## src/rtl/mfd_pkg.sv

```systemverilog
`default_nettype none
// ----------------------------------------------------------------------------
// Mesh face dedup package
// Shared types and codes for the face matching table.
// ----------------------------------------------------------------------------
package mfd_pkg;

    localparam int NODE_W = 31;
    localparam int KEY_W  = NODE_W + 1;
    localparam int SIZE_W = 4;
    localparam int PORT_NODES = 8;

    localparam logic OP_INSERT = 1'b0;
    localparam logic OP_READ   = 1'b1;

    localparam logic [1:0] STATUS_ADDED   = 2'd0;
    localparam logic [1:0] STATUS_MATCHED = 2'd1;
    localparam logic [1:0] STATUS_FULL    = 2'd2;
    localparam logic [1:0] STATUS_READ    = 2'd3;

    typedef struct packed {
        logic              opcode;
        logic [3:0]        num_nodes;
        logic [NODE_W-1:0] node_0;
        logic [NODE_W-1:0] node_1;
        logic [NODE_W-1:0] node_2;
        logic [NODE_W-1:0] node_3;
        logic [NODE_W-1:0] node_4;
        logic [NODE_W-1:0] node_5;
        logic [NODE_W-1:0] node_6;
        logic [NODE_W-1:0] node_7;
        logic [7:0]        read_index;
    } mfd_in_t;

    typedef struct packed {
        logic [1:0] status;
        logic [7:0] entry_index;
        logic       on_surface;
        logic [8:0] face_count;
    } mfd_out_t;

    typedef enum logic [2:0] {
        ST_IDLE,
        ST_SORT,
        ST_SCAN_RD,
        ST_SCAN_CMP,
        ST_MISS,
        ST_READ_RD,
        ST_READ_WAIT,
        ST_RESP
    } mfd_state_t;

    typedef struct packed {
        logic load;
        logic sort_step;
        logic sort_odd;
        logic scan_read;
        logic scan_next;
        logic hit;
        logic insert;
        logic drop;
        logic mark_read;
        logic read_take;
    } mfd_cmd_t;

    typedef struct packed {
        logic in_read;
        logic face_match;
        logic scan_last;
        logic table_empty;
        logic table_full;
    } mfd_status_t;

endpackage
`default_nettype wire

```

## src/rtl/mfd_ctrl.sv

```systemverilog
`default_nettype none
// ----------------------------------------------------------------------------
// Mesh face dedup controller
// Sequences sorting, table scan, insert and mark read for one transaction.
// ----------------------------------------------------------------------------
module mfd_ctrl import mfd_pkg::*; #(
    parameter int MAX_NODES = 8
) (
    input  wire logic        aclk,
    input  wire logic        aresetn,
    input  wire logic        s_valid,
    output logic             s_ready,
    output logic             m_valid,
    input  wire logic        m_ready,
    input  wire mfd_status_t stat,
    output mfd_cmd_t         cmd,
    output mfd_state_t       state
);

    localparam int PW = $clog2(MAX_NODES);

    mfd_state_t    state_reg, state_next;
    logic [PW-1:0] pass_reg, pass_next;
    logic          sort_last;

    assign state     = state_reg;
    assign sort_last = (pass_reg == PW'(MAX_NODES - 1));

    always_ff @(posedge aclk) begin
        if (!aresetn) begin
            state_reg <= ST_IDLE;
            pass_reg  <= '0;
        end else begin
            state_reg <= state_next;
            pass_reg  <= pass_next;
        end
    end

    always_comb begin
        state_next = state_reg;
        pass_next  = pass_reg;
        case (state_reg)
            ST_IDLE: begin
                pass_next = '0;
                if (s_valid) begin
                    state_next = stat.in_read ? ST_READ_RD : ST_SORT;
                end
            end
            ST_SORT: begin
                pass_next = pass_reg + PW'(1);
                if (sort_last) begin
                    state_next = stat.table_empty ? ST_MISS : ST_SCAN_RD;
                end
            end
            ST_SCAN_RD: state_next = ST_SCAN_CMP;
            ST_SCAN_CMP: begin
                if (stat.face_match) begin
                    state_next = ST_RESP;
                end else if (stat.scan_last) begin
                    state_next = ST_MISS;
                end else begin
                    state_next = ST_SCAN_RD;
                end
            end
            ST_MISS:      state_next = ST_RESP;
            ST_READ_RD:   state_next = ST_READ_WAIT;
            ST_READ_WAIT: state_next = ST_RESP;
            ST_RESP: begin
                if (m_ready) begin
                    state_next = ST_IDLE;
                end
            end
            default: state_next = ST_IDLE;
        endcase
    end

    always_comb begin
        cmd     = '0;
        s_ready = 1'b0;
        m_valid = 1'b0;
        case (state_reg)
            ST_IDLE: begin
                s_ready  = 1'b1;
                cmd.load = s_valid;
            end
            ST_SORT: begin
                cmd.sort_step = 1'b1;
                cmd.sort_odd  = pass_reg[0];
            end
            ST_SCAN_RD: cmd.scan_read = 1'b1;
            ST_SCAN_CMP: begin
                cmd.hit       = stat.face_match;
                cmd.scan_next = !stat.face_match;
            end
            ST_MISS: begin
                cmd.insert = !stat.table_full;
                cmd.drop   = stat.table_full;
            end
            ST_READ_RD:   cmd.mark_read = 1'b1;
            ST_READ_WAIT: cmd.read_take = 1'b1;
            ST_RESP:      m_valid = 1'b1;
            default:      cmd = '0;
        endcase
    end

endmodule
`default_nettype wire

```

## config.mk

```make
export PLATFORM = sky130hd
export DESIGN_NAME = mfd_ctrl
export DESIGN_NICKNAME = d
export VERILOG_FILES = /design/src/rtl/mfd_pkg.sv /design/src/rtl/mfd_ctrl.sv
export SDC_FILE = /design/constraint.sdc
export NUM_CORES = 1
export LEC_CHECK = 0
export BUFFER_PORTS_ARGS = -buffer_cell sky130_fd_sc_hd__buf_2
export CAP_MARGIN = 20
export CORE_AREA = 3 3 40 42
export CTS_CLUSTER_SIZE = 25
export DETAILED_ROUTE_END_ITERATION = 8
export DIE_AREA = 0 0 43 45
export GPL_TIMING_DRIVEN = 0
export PLACE_DENSITY = 0.75
export SYNTH_ARGS = -nofsm -noshare
export SYNTH_HDL_FRONTEND = slang
export SYNTH_SLANG_ARGS = --single-unit
```

## constraint.sdc

```tcl
create_clock -name aclk -period 1.4 [get_ports aclk]
set_input_delay 0.28 -clock aclk [delete_from_list [all_inputs] [get_ports aclk]]
set_output_delay 0.28 -clock aclk [all_outputs]
set_load 0.05 [all_outputs]
```

After elaboration in Yosys (flattened, before gate mapping)
Index checks and enable logic that the tools add are counted.
- output and inout bits: 15
- flip-flop bits (word level): 6
- word-level logic and storage cells: 38
- input port bits: 9
- reductions and logical operators: 6
- add/subtract/negate cells: 1
- equal/unequal tests: 11
- mux-type cells: 18
- operator list (operator ; number):
    $mux 3 ; 7
    $pmux 3 s7 ; 1
    $eq 3x3->1 const B ; 5
    $eq 3x2->1 const B ; 2
    $mux 1 ; 6
    $mux 2 ; 3
    $ne 2x2->1 const B ; 3
    $pmux 3 s2 ; 1
    $add 3x1->3 const B ; 1
    $eq 3x1->1 const B ; 1
    $logic_not 3->1 ; 1
    $reduce_and 3->1 ; 1
    $logic_not 1->1 ; 2
    $reduce_bool 2->1 ; 1
    $reduce_or 2->1 ; 1

Longest topological paths before layout
Gate-level depths: netlist (run 1).
- depth after elaboration: 3
- gate-level depth with buffers: 6
- depth with buffers taken out: 6

Worst setup path after synthesis (run 1)
Ideal clock, no wire load.
- kind: register to output
- from: reg state_reg[2] (netlist: state[2])
- to: out cmd[2] in the netlist's numbering
- buffers on the path: 1
- data arrival time: 2.635 ns
- stages on the path, launching flop included: 4
- data required time: 1.120 ns
- setup slack: -1.515 ns
- cells stage by stage: dfxtp_1 -> buf_6 -> inv_2 -> nor4b_1
- RTL lines (what ; line ; source):
    start: declaration ; mfd_ctrl.sv:22 ; mfd_state_t state_reg, state_next;
    start signal: assignment ; mfd_ctrl.sv:34 ; state_reg <= state_next;
    end: declaration ; mfd_ctrl.sv:16 ; output mfd_cmd_t cmd,

==> results_dict.tcl, run 1 <==
set metrics [dict create \
    ff2ff_path_depth 5 \
    first_pass_iters 4 \
    clock_sinks 6 \
    finalCritPeriodShare_pct 112.1 \
    timing_worst_slew_pin_value_ps 307.1 \
    hold_buffers 0 \
    setup.worst_path.end_class "output port" \
    place_area_sq_um 694.4 \
    buffer_ports.inserted 23 \
    final_period_minus_worst_setup_slack_ps 1570 \
    syn_nets 70 \
    floorplan.initialDensity_pct 36.12 \
    antenna_found_initial 0 \
    power_density_mw_per_mm2 2383 \
    final_max_slew_viol_count 0 \
    slew-limit-headroom_pct 79.26 \
    insertedDiodeCount 0 \
    rr_startpoint "pass_reg[0]" \
    detail_route.drc_violations 0 \
    gpl.final_weighted_congestion 0.7059 \
    worst_hold_stages 3 \
    cp_launch_type "flip-flop" \
    synthCells 59 \
    worst_hold_check_path_type "in2reg" \
    route.detailed.wl_per_inst_um 14.98 \
    max_freq_mhz 637.0 \
    syn_to_final_growth_pct 107.0 \
    placed_wire_length_estimate_um 967.2 \
    failed_checks "negative setup slack" \
    die_area_sq_mm 0.001935 \
    die_height_um 45 \
    finalHoldViolations 0 \
    syn_area_per_cell_sq_um 7.868 \
    ff2ff_setup_slack_ps 120 \
    maxCapViolations 0 \
    initialDrtViolationCount 17 \
    worst_slack_ps -169.8 \
    result_of_the_run "complete, but fails checks" \
    hold_path.startpoint "aresetn" \
    power_leakage_nw 0.4313 \
    tritoncts "done" \
    worstPathArrival_ps 1290 \
    num_io_pins 24 \
    grt_first_pass_wirelength_um 2587 \
    cts.path.max_buffers 2 \
    timing.setup.critical_path_class "reg2out" \
    r2r_endpoint "state[0]" \
    fin_setup_tns_ps -893.0 \
    finish.net_count 108 \
    vias 581 \
    largest_net_degree_at_the_start_of_global_routing 11 \
    clkTransAtPathRegs_ps 50 \
    unique_cell_type_count_in_the_yosys_netlist 29 \
    global_route.usage.total_pct 18.27 \
    ant_nets 0 \
    power.switching_mw 1.130 \
    share_of_the_yosys_chip_area_belonging_to_registers_pct 25.88 \
    h_tree_levels 1 \
    internal_power_component_mw 1.160 \
    final_area_sq_um 960.9 \
    synth-seq-cells 6 \
    fraction_of_layout_cells_with_a_size_suffix_above_1_pct 62.50 \
    floorplan.rows 13 \
    share_seq_of_total_power_pct 14.1 \
    post_synth_instance_area_sq_um 464.2 \
    setup_viol 11 \
    first_global_vias 569 \
    worstSkewPairLatency_ps 250 \
    power.ir.vdd_worst_uv 1270 \
    cts_buffers 3 \
    finalClockSkew_ps 8.746 \
    grt_setup_unrepaired "yes" \
    share_comb_of_total_power_pct 78.2 \
    p_sw_share_pct 49.36 \
    floorplan.die.width_um 43 \
    preCtsSetupSlack_ps -44.61 \
    post_drt_via_cell_ratio 5.234 \
    overflow 0 \
    power.share.clock_pct 7.7 \
    finalWirelength_um 1663 \
    fin_cells 111 \
    endpoint_of_the_worst_hold_path "state[0]" \
    crit_required_ps 1120 \
    placedCellCount 97 \
    critPathMaxFanout 7 \
    cts_root_buf "sky130_fd_sc_hd__clkbuf_4" \
    ys_warn_count 0 \
    fp.coreArea_sq_mm 0.001285 \
]
[cell usage after synthesis]
master	number	area share, %
sky130_fd_sc_hd__dfxtp_1	6	26
sky130_fd_sc_hd__nor4b_1	1	1.9
sky130_fd_sc_hd__nor2b_1	2	2.7
sky130_fd_sc_hd__inv_2	1	0.81
sky130_fd_sc_hd__nor3_1	1	1.1
sky130_fd_sc_hd__clkbuf_8	1	3.0
sky130_fd_sc_hd__a21boi_0	2	3.2
sky130_fd_sc_hd__mux2i_1	1	2.2
sky130_fd_sc_hd__o21ai_0	6	6.5
sky130_fd_sc_hd__nand3_1	2	2.2
sky130_fd_sc_hd__nor3b_1	1	1.6
sky130_fd_sc_hd__a31oi_1	1	1.3
sky130_fd_sc_hd__ha_1	2	5.4
sky130_fd_sc_hd__and2b_2	1	1.9
sky130_fd_sc_hd__nor4_1	1	1.3
sky130_fd_sc_hd__and3_1	3	4.0
sky130_fd_sc_hd__o32ai_1	1	1.9
sky130_fd_sc_hd__nor2_1	3	2.4
sky130_fd_sc_hd__o41ai_1	1	1.9
sky130_fd_sc_hd__a22oi_2	1	2.7
sky130_fd_sc_hd__nand2_1	6	4.9
sky130_fd_sc_hd__a21oi_1	3	3.2
sky130_fd_sc_hd__o21ai_1	2	2.2
sky130_fd_sc_hd__buf_2	1	1.1
sky130_fd_sc_hd__and3_4	1	2.4
sky130_fd_sc_hd__nor2_4	1	2.4
sky130_fd_sc_hd__buf_6	2	4.9
sky130_fd_sc_hd__and2_1	2	2.7
sky130_fd_sc_hd__inv_1	3	2.4
[cell usage in the layout (no fill, tap or decap), types with 2 or more instances in the layout]
master                     count
sky130_fd_sc_hd__clkbuf_4      3
sky130_fd_sc_hd__buf_2        11
sky130_fd_sc_hd__buf_4         8
sky130_fd_sc_hd__o21ai_0       6
sky130_fd_sc_hd__dfxtp_4       3
sky130_fd_sc_hd__o21ai_1       2
sky130_fd_sc_hd__nand3_1       2
sky130_fd_sc_hd__nor2_4        2
sky130_fd_sc_hd__buf_8        10
sky130_fd_sc_hd__nand2_1       5
sky130_fd_sc_hd__dfxtp_1       3
sky130_fd_sc_hd__and3_4        4
sky130_fd_sc_hd__buf_12        2
sky130_fd_sc_hd__nor2_1        2
sky130_fd_sc_hd__a21oi_1       3
sky130_fd_sc_hd__buf_6         5
sky130_fd_sc_hd__inv_1         2
sky130_fd_sc_hd__ha_1          2
sky130_fd_sc_hd__a21boi_0      2
[what timing repair did]
| action | in CTS | in global routing |
|---|---|---|
| setup endpoints to repair | 12 | 11 |
| buffers inserted | 5 | 5 |
| pin swaps | 4 | 4 |
| gates resized for setup | 33 | 14 |
[layer usage]
layer	up-vias	part of all wire, %	global-route usage, %	wire (um)
li1	286	-	-	-
met5	-	0	0	0
met2	20	54	35.63	906
met1	275	40	19.85	667
met4	0	0	3.614	0
met3	0	5.3	4.781	88
[layout make-up]
| cell class | instances | area [sq um] |
|---|---|---|
| Buffer | 4 | 75.07 |
| Clock buffer | 4 | 26.28 |
| Fill cell | 95 | 324.1 |
| Inverter | 4 | 22.52 |
| Multi-Input combinational cell | 45 | 375.4 |
| Sequential cell | 6 | 131.4 |
| Tap cell | 15 | 18.77 |
| Timing Repair Buffer | 33 | 311.5 |
[power by group through the flow]
| stage | clock [mW] | combinational [mW] | sequential, mW |
|---|---|---|---|
| floorplan | 0 | 0.888 | 0.438 |
| global placement | 0 | 1.22 | 0.323 |
| detailed placement | 0 | 1.23 | 0.327 |
| CTS | 0.178 | 1.55 | 0.329 |
| global route | 0.189 | 1.88 | 0.332 |
| finish | 0.176 | 1.79 | 0.322 |
[critical path, stage by stage (launching register included)]
cell,delay [ps]
sky130_fd_sc_hd__dfxtp_4,370
sky130_fd_sc_hd__clkbuf_16,170
sky130_fd_sc_hd__nor4b_4,300
sky130_fd_sc_hd__buf_6,200
[how the worst max path moves through the flow]
| stage | startpoint | to | slack, ps | depth (start not counted) |
|---|---|---|---|---|
| final | state[1] | cmd[2] | -170 | 3 |
| after global routing | state[2] | cmd[3] | -200 | 5 |
| after CTS | state[2] | cmd[2] | -190 | 4 |
| after detailed placement | state[2] | cmd[2] | -40 | 4 |
| after global placement | state[2] | cmd[2] | -4 | 4 |
| after floorplan | state[0] | cmd[9] | -260 | 3 |
[through the flow]
| step | hold WS, ps | util [%] | power [mW] |
|---|---|---|---|
| 3_5_place_dp | 495.1 | 54.04 | 1.554 |
| 6_report | 301.5 | 74.78 | 2.290 |
| 3_3_place_gp | 472.6 | 54.04 | 1.538 |
| 4_1_cts | 295.7 | 68.06 | 2.058 |
| 2_1_floorplan | 393.1 | - | 1.326 |
| 5_1_grt | 318.8 | 74.78 | 2.405 |
[kinds of logic (layout without fill, tap and decap cells)]
| logic type | Yosys count | in the layout | share of synthesized area [%] |
|---|---|---|---|
| simple gates | 25 | 25 | 31.54 |
| compound gates | 17 | 17 | 22.91 |
| buf+inv | 8 | 45 | 12.13 |
| flops | 6 | 6 | 25.88 |
| fa+ha+maj | 2 | 2 | 5.390 |
| mux | 1 | 1 | 2.156 |
(Power assumes the default switching activity.)
==> inputs of run 2 (changes only) <==
--- a/config.mk
+++ b/config.mk
@@ -8,6 +8,7 @@
 export BUFFER_PORTS_ARGS = -buffer_cell sky130_fd_sc_hd__buf_2
 export CAP_MARGIN = 20
 export CORE_AREA = 3 3 40 42
+export CTS_BUF_LIST = sky130_fd_sc_hd__clkbuf_4
 export CTS_CLUSTER_SIZE = 25
 export DETAILED_ROUTE_END_ITERATION = 8
 export DIE_AREA = 0 0 43 45
==> constraint.sdc (replaced) <==
create_clock -name aclk -period 1.5 [get_ports aclk]
set_input_delay 0.3 -clock aclk [delete_from_list [all_inputs] [get_ports aclk]]
set_output_delay 0.3 -clock aclk [all_outputs]
set_load 0.05 [all_outputs]
==> run 2 against run 1 <==
  * The flow still finishes with violations (negative setup slack)
  * Register-to-register slack better by 130 ps
  * Final area is 9.1% lower
  * Via count is 4.8% lower
  * Core utilization is 6.8 points lower
  * Global-route usage is 2.7 points lower
  * Cell count is 2.7% lower
  * Sequential power is 5% lower
  * Combinational power is 20% lower
  * Critical path type unchanged
==> results_dict.tcl, run 2 (synthesis gave the netlist of run 1 again) <==
set metrics [dict create \
    critPathMaxFanout 7 \
    internal_power_component_mw 0.9612 \
    layout.area.seq_sq_um 131.4 \
    global_route.usage.total_pct 15.54 \
    finish.net_count 105 \
    fraction_of_layout_cells_with_a_size_suffix_above_1_pct 59.14 \
    floorplan.initialDensity_pct 36.12 \
    floorplan.die.width_um 43 \
    finalClockSkew_ps 8.473 \
    failed_checks "negative setup slack" \
    final_period_minus_worst_setup_slack_ps 1572 \
    finalHoldViolations 0 \
    floorplan.rows 13 \
    die_area_sq_mm 0.001935 \
    fp.coreArea_sq_mm 0.001285 \
    grt_setup_unrepaired "yes" \
    fin_cells 108 \
    first_global_vias 516 \
    overflow 0 \
    vias 553 \
    crit_required_ps 1200 \
    worstPathArrival_ps 1270 \
    placed_wire_length_estimate_um 924 \
    power.ir.vdd_worst_uv 1252 \
    setup_viol 4 \
    hold_buffers 0 \
    fin_total_pwr_mw 1.931 \
    maxCapViolations 0 \
    fillerInstances 103 \
    result_of_the_run "complete, but fails checks" \
    ant_nets 0 \
    route.detailed.wl_per_inst_um 12.47 \
    ff2ff_setup_slack_ps 250 \
    h_tree_levels 1 \
    cts_buffers 3 \
    finalWirelength_um 1347 \
    final_cell_mix "sky130_fd_sc_hd__buf_2 (12), sky130_fd_sc_hd__buf_4 (9)" \
    setup.worst_path.end_class "output port" \
    num_io_pins 24 \
    syn_to_final_growth_pct 88.14 \
    share_comb_of_total_power_pct 74.7 \
    timing_worst_slew_pin_value_ps 283.0 \
    tritoncts "done" \
    clock_sinks 6 \
    cts_root_buf "sky130_fd_sc_hd__clkbuf_4" \
    post_drt_via_cell_ratio 5.120 \
    final_area_sq_um 873.3 \
    power.share.clock_pct 9.4 \
    share_seq_of_total_power_pct 15.9 \
    initialDrtViolationCount 9 \
    layout.cells.most_common "sky130_fd_sc_hd__buf_2" \
    power_density_mw_per_mm2 2211 \
    antenna_found_initial 0 \
    buffer_ports.inserted 23 \
    clkTransAtPathRegs_ps 50 \
    final_max_slew_viol_count 0 \
    slew-limit-headroom_pct 80.88 \
    power.switching_mw 0.9694 \
    max_freq_mhz 636.3 \
    worstSkewPairLatency_ps 250 \
    finalCritPeriodShare_pct 104.8 \
    place_area_sq_um 680.7 \
    cts.path.max_buffers 2 \
    timing.setup.critical_path_class "reg2out" \
    detail_route.drc_violations 0 \
    worst_hold_check_path_type "in2reg" \
    first_pass_iters 2 \
    cp_launch_type "flip-flop" \
    insertedDiodeCount 0 \
    die_height_um 45 \
    multiInputGateArea_sq_um 362.8 \
    fin_setup_tns_ps -164.3 \
    grt_first_pass_wirelength_um 2263 \
    placedCellCount 97 \
    p_sw_share_pct 50.21 \
    gpl.final_weighted_congestion 0.7346 \
    power_leakage_nw 0.4063 \
    largest_net_degree_at_the_start_of_global_routing 11 \
    worst_slack_ps -71.52 \
]
[run 2: per-layer routing]
| metal | GRT usage [%] | share of wire [%] |
|---|---|---|
| met1 | 19.95 | 43 |
| met2 | 25.45 | 50 |
| met3 | 6.375 | 7.2 |
| met4 | 1.807 | 0 |
| met5 | 0 | 0 |
[run 2: worst paths after layout]
path / startpoint / to / cells after the start
min: aresetn / state[0] / 3
min reg2reg: pass_reg[1] / pass_reg[1] / 2
max: state[1] / cmd[2] / 3
max reg2reg: pass_reg[0] / state[0] / 5
[run 2: worst max-delay path, cell delays in order, from the launching register on]
cell	delay, ps
sky130_fd_sc_hd__dfxtp_4	380
sky130_fd_sc_hd__clkbuf_16	170
sky130_fd_sc_hd__nor4b_4	270
sky130_fd_sc_hd__buf_6	190
[run 2: power by group through the flow]
| stage | Sequential, mW | Combinational (mW) | Clock, mW |
|---|---|---|---|
| floorplan | 0.409 | 0.809 | 0 |
| global placement | 0.301 | 1.12 | 0 |
| detailed placement | 0.305 | 1.13 | 0 |
| CTS | 0.305 | 1.32 | 0.189 |
| global route | 0.319 | 1.53 | 0.197 |
| finish | 0.307 | 1.44 | 0.182 |
[run 2: repair_timing]
action | 4_1_cts | 5_1_grt
setup buffers | 3 | 4
resized for setup | 29 | 4
pin swaps | 5 | 5
endpoints found under the setup margin | 11 | 10
[run 2: area by class of cell]
| type | count | share of cell area (%) |
|---|---|---|
| multi-input combinational | 45 | 41.55 |
| timing repair buffer | 30 | 27.94 |
| sequential | 6 | 15.04 |
| buffer | 4 | 7.593 |
| clock buffer | 4 | 3.438 |
| inverter | 4 | 2.292 |
| tap | 15 | 2.149 |
[run 2: stage by stage]
stage / hold WS (ps) / util, % / setup slack (ps)
after floorplan: 413.1 / - / -181.6
final: 317.2 / 67.96 / -71.52
after detailed placement: 487.7 / 52.97 / 66.14
after global routing: 326.7 / 67.96 / -136.8
after global placement: 469.6 / 52.97 / 72.38
after CTS: 304.3 / 64.36 / -92.32
==> inputs of run 3 (changes only) <==
--- a/config.mk
+++ b/config.mk
@@ -12,7 +12,7 @@
 export CTS_CLUSTER_SIZE = 25
 export DETAILED_ROUTE_END_ITERATION = 8
 export DIE_AREA = 0 0 43 45
-export GPL_TIMING_DRIVEN = 0
+export GPL_TIMING_DRIVEN = 1
 export PLACE_DENSITY = 0.75
 export SYNTH_ARGS = -nofsm -noshare
 export SYNTH_HDL_FRONTEND = slang
==> run 3 against run 2 <==
  * The run still ends with negative setup slack left
  * Hold slack improved by 12 ps
  * Flip-flop and latch count is the same
  * Final area is 1.1% higher
  * Cell count rose by 0.93%
  * Power is 0.53% higher
  * Clock power is essentially flat
  * Worst setup slack improved by 45 ps
  * Clock-buffer cell count is the same
  * Sequential power is 16% higher
  * Maximum frequency rose by 2.9%
  * Clock skew decreased by 5.4 ps
  * Core utilization up 0.78 points
  * Critical path type unchanged
  * Critical endpoint is now cmd[7]
  * Largest cell class unchanged
==> results_dict.tcl, run 3 (synthesis gave the netlist of run 1 again) <==
set metrics [dict create \
    result_of_the_run "complete, but fails checks" \
    failed_checks "negative setup slack" \
    cts_root_buf "sky130_fd_sc_hd__clkbuf_4" \
    floorplan.initialDensity_pct 36.12 \
    worstPathArrival_ps 1230 \
    tritoncts "done" \
    fin_total_pwr_mw 1.941 \
    final_max_slew_viol_count 0 \
    first_pass_iters 4 \
    route.detailed.wl_per_inst_um 13.50 \
    cp_launch_type "flip-flop" \
    placedCellCount 94 \
    finalCritPeriodShare_pct 101.8 \
    clock_sinks 6 \
    max_freq_mhz 655.0 \
    finalWirelength_um 1472 \
    slew-limit-headroom_pct 80.45 \
    layout.cells.most_common "sky130_fd_sc_hd__buf_2" \
    vias 567 \
    hold_buffers 0 \
    post_drt_via_cell_ratio 5.202 \
    setup.worst_path.end_class "output port" \
    num_io_pins 24 \
    floorplan.die.width_um 43 \
    cts.path.max_buffers 2 \
    power_leakage_nw 0.4071 \
    detail_route.drc_violations 0 \
    setup_viol 5 \
    ant_nets 0 \
    finalCoreUtilization_pct 68.74 \
    first_global_vias 520 \
    worst_slack_ps -26.74 \
    initialDrtViolationCount 13 \
    clkTransAtPathRegs_ps 50 \
    final_period_minus_worst_setup_slack_ps 1527 \
    syn_to_final_growth_pct 90.30 \
    buffer_ports.inserted 23 \
    finish.net_count 106 \
    die_height_um 45 \
    largest_net_degree_at_the_start_of_global_routing 13 \
    finalClockSkew_ps 3.109 \
    final_cell_mix "sky130_fd_sc_hd__buf_2 (12), sky130_fd_sc_hd__buf_6 (8), sky130_fd_sc_hd__buf_4 (8)" \
    h_tree_levels 1 \
    worstSkewPairLatency_ps 250 \
    timing.setup.critical_path_class "reg2out" \
    timing_worst_slew_pin_value_ps 289.5 \
    finalHoldViolations 0 \
    grt_setup_unrepaired "yes" \
    floorplan.rows 13 \
    die_area_sq_mm 0.001935 \
    grt_first_pass_wirelength_um 2228 \
    fraction_of_layout_cells_with_a_size_suffix_above_1_pct 60.64 \
    global_route.usage.total_pct 15.04 \
    fp.coreArea_sq_mm 0.001285 \
    maxCapViolations 0 \
    critPathMaxFanout 8 \
    power.ir.vdd_worst_uv 1209 \
    gpl.final_weighted_congestion 0.7835 \
    crit_required_ps 1200 \
    fin_setup_tns_ps -95.11 \
    fin_cells 109 \
    ff2ff_setup_slack_ps 150 \
    power_density_mw_per_mm2 2197 \
    overflow 0 \
    placed_wire_length_estimate_um 827 \
    antenna_found_initial 0 \
    cts_buffers 3 \
    worst_hold_check_path_type "in2reg" \
    insertedDiodeCount 0 \
]
run 3: worst max-delay path, cell delays in order (launching register included):
cell and delay, ps:
sky130_fd_sc_hd__dfxtp_4 380, sky130_fd_sc_hd__buf_6 130, sky130_fd_sc_hd__nor2_4 120, sky130_fd_sc_hd__and3_4 200
sky130_fd_sc_hd__buf_8 140
run 3: final timing paths:
| path | depth (start not counted) | end | start |
|---|---|---|---|
| max | 4 | cmd[7] | state[1] |
| max reg2reg | 4 | state[0] | state[0] |
| min reg2reg | 2 | pass_reg[1] | pass_reg[1] |
| min | 3 | state[0] | aresetn |
run 3: stage by stage:
step                      worst slack [ps]  hold WS (ps)  cell area (sq um)
after floorplan                     -181.6         413.1              546.8
after global placement               121.6         480.0              635.6
after detailed placement             108.5         484.4              635.6
after CTS                           -43.61         318.1              813.3
after global routing                -87.61         330.4              883.3
final                               -26.74         329.0              883.3
run 3: where the power goes:
group / total (mW) / leakage (nW) / internal (mW) / switching (mW)
registers: 0.355 / 0.0510 / 0.226 / 0.129
logic: 1.40 / 0.338 / 0.605 / 0.799
clock network: 0.182 / 0.0184 / 0.119 / 0.0627
run 3: repair_timing:
item,in CTS,in global routing
buffers inserted,9,2
pin swaps,0,7
resized for setup,18,14
endpoints found under the setup margin,9,12
run 3: cell type report:
cell class / count / area [sq um]
Clock buffer: 4 / 30.03
Fill cell: 109 / 401.6
Inverter: 4 / 17.52
Multi-Input combinational cell: 45 / 367.9
Sequential cell: 6 / 131.4
Tap cell: 15 / 18.77
Timing Repair Buffer: 35 / 317.8
run 3: routing by layer:
layer	vias up	GRT usage, %	share of wire [%]
li1	280	-	-
met1	264	18.98	44
met2	23	25.15	48
met3	0	4.781	7.5
met4	0	3.614	0
met5	-	0	0
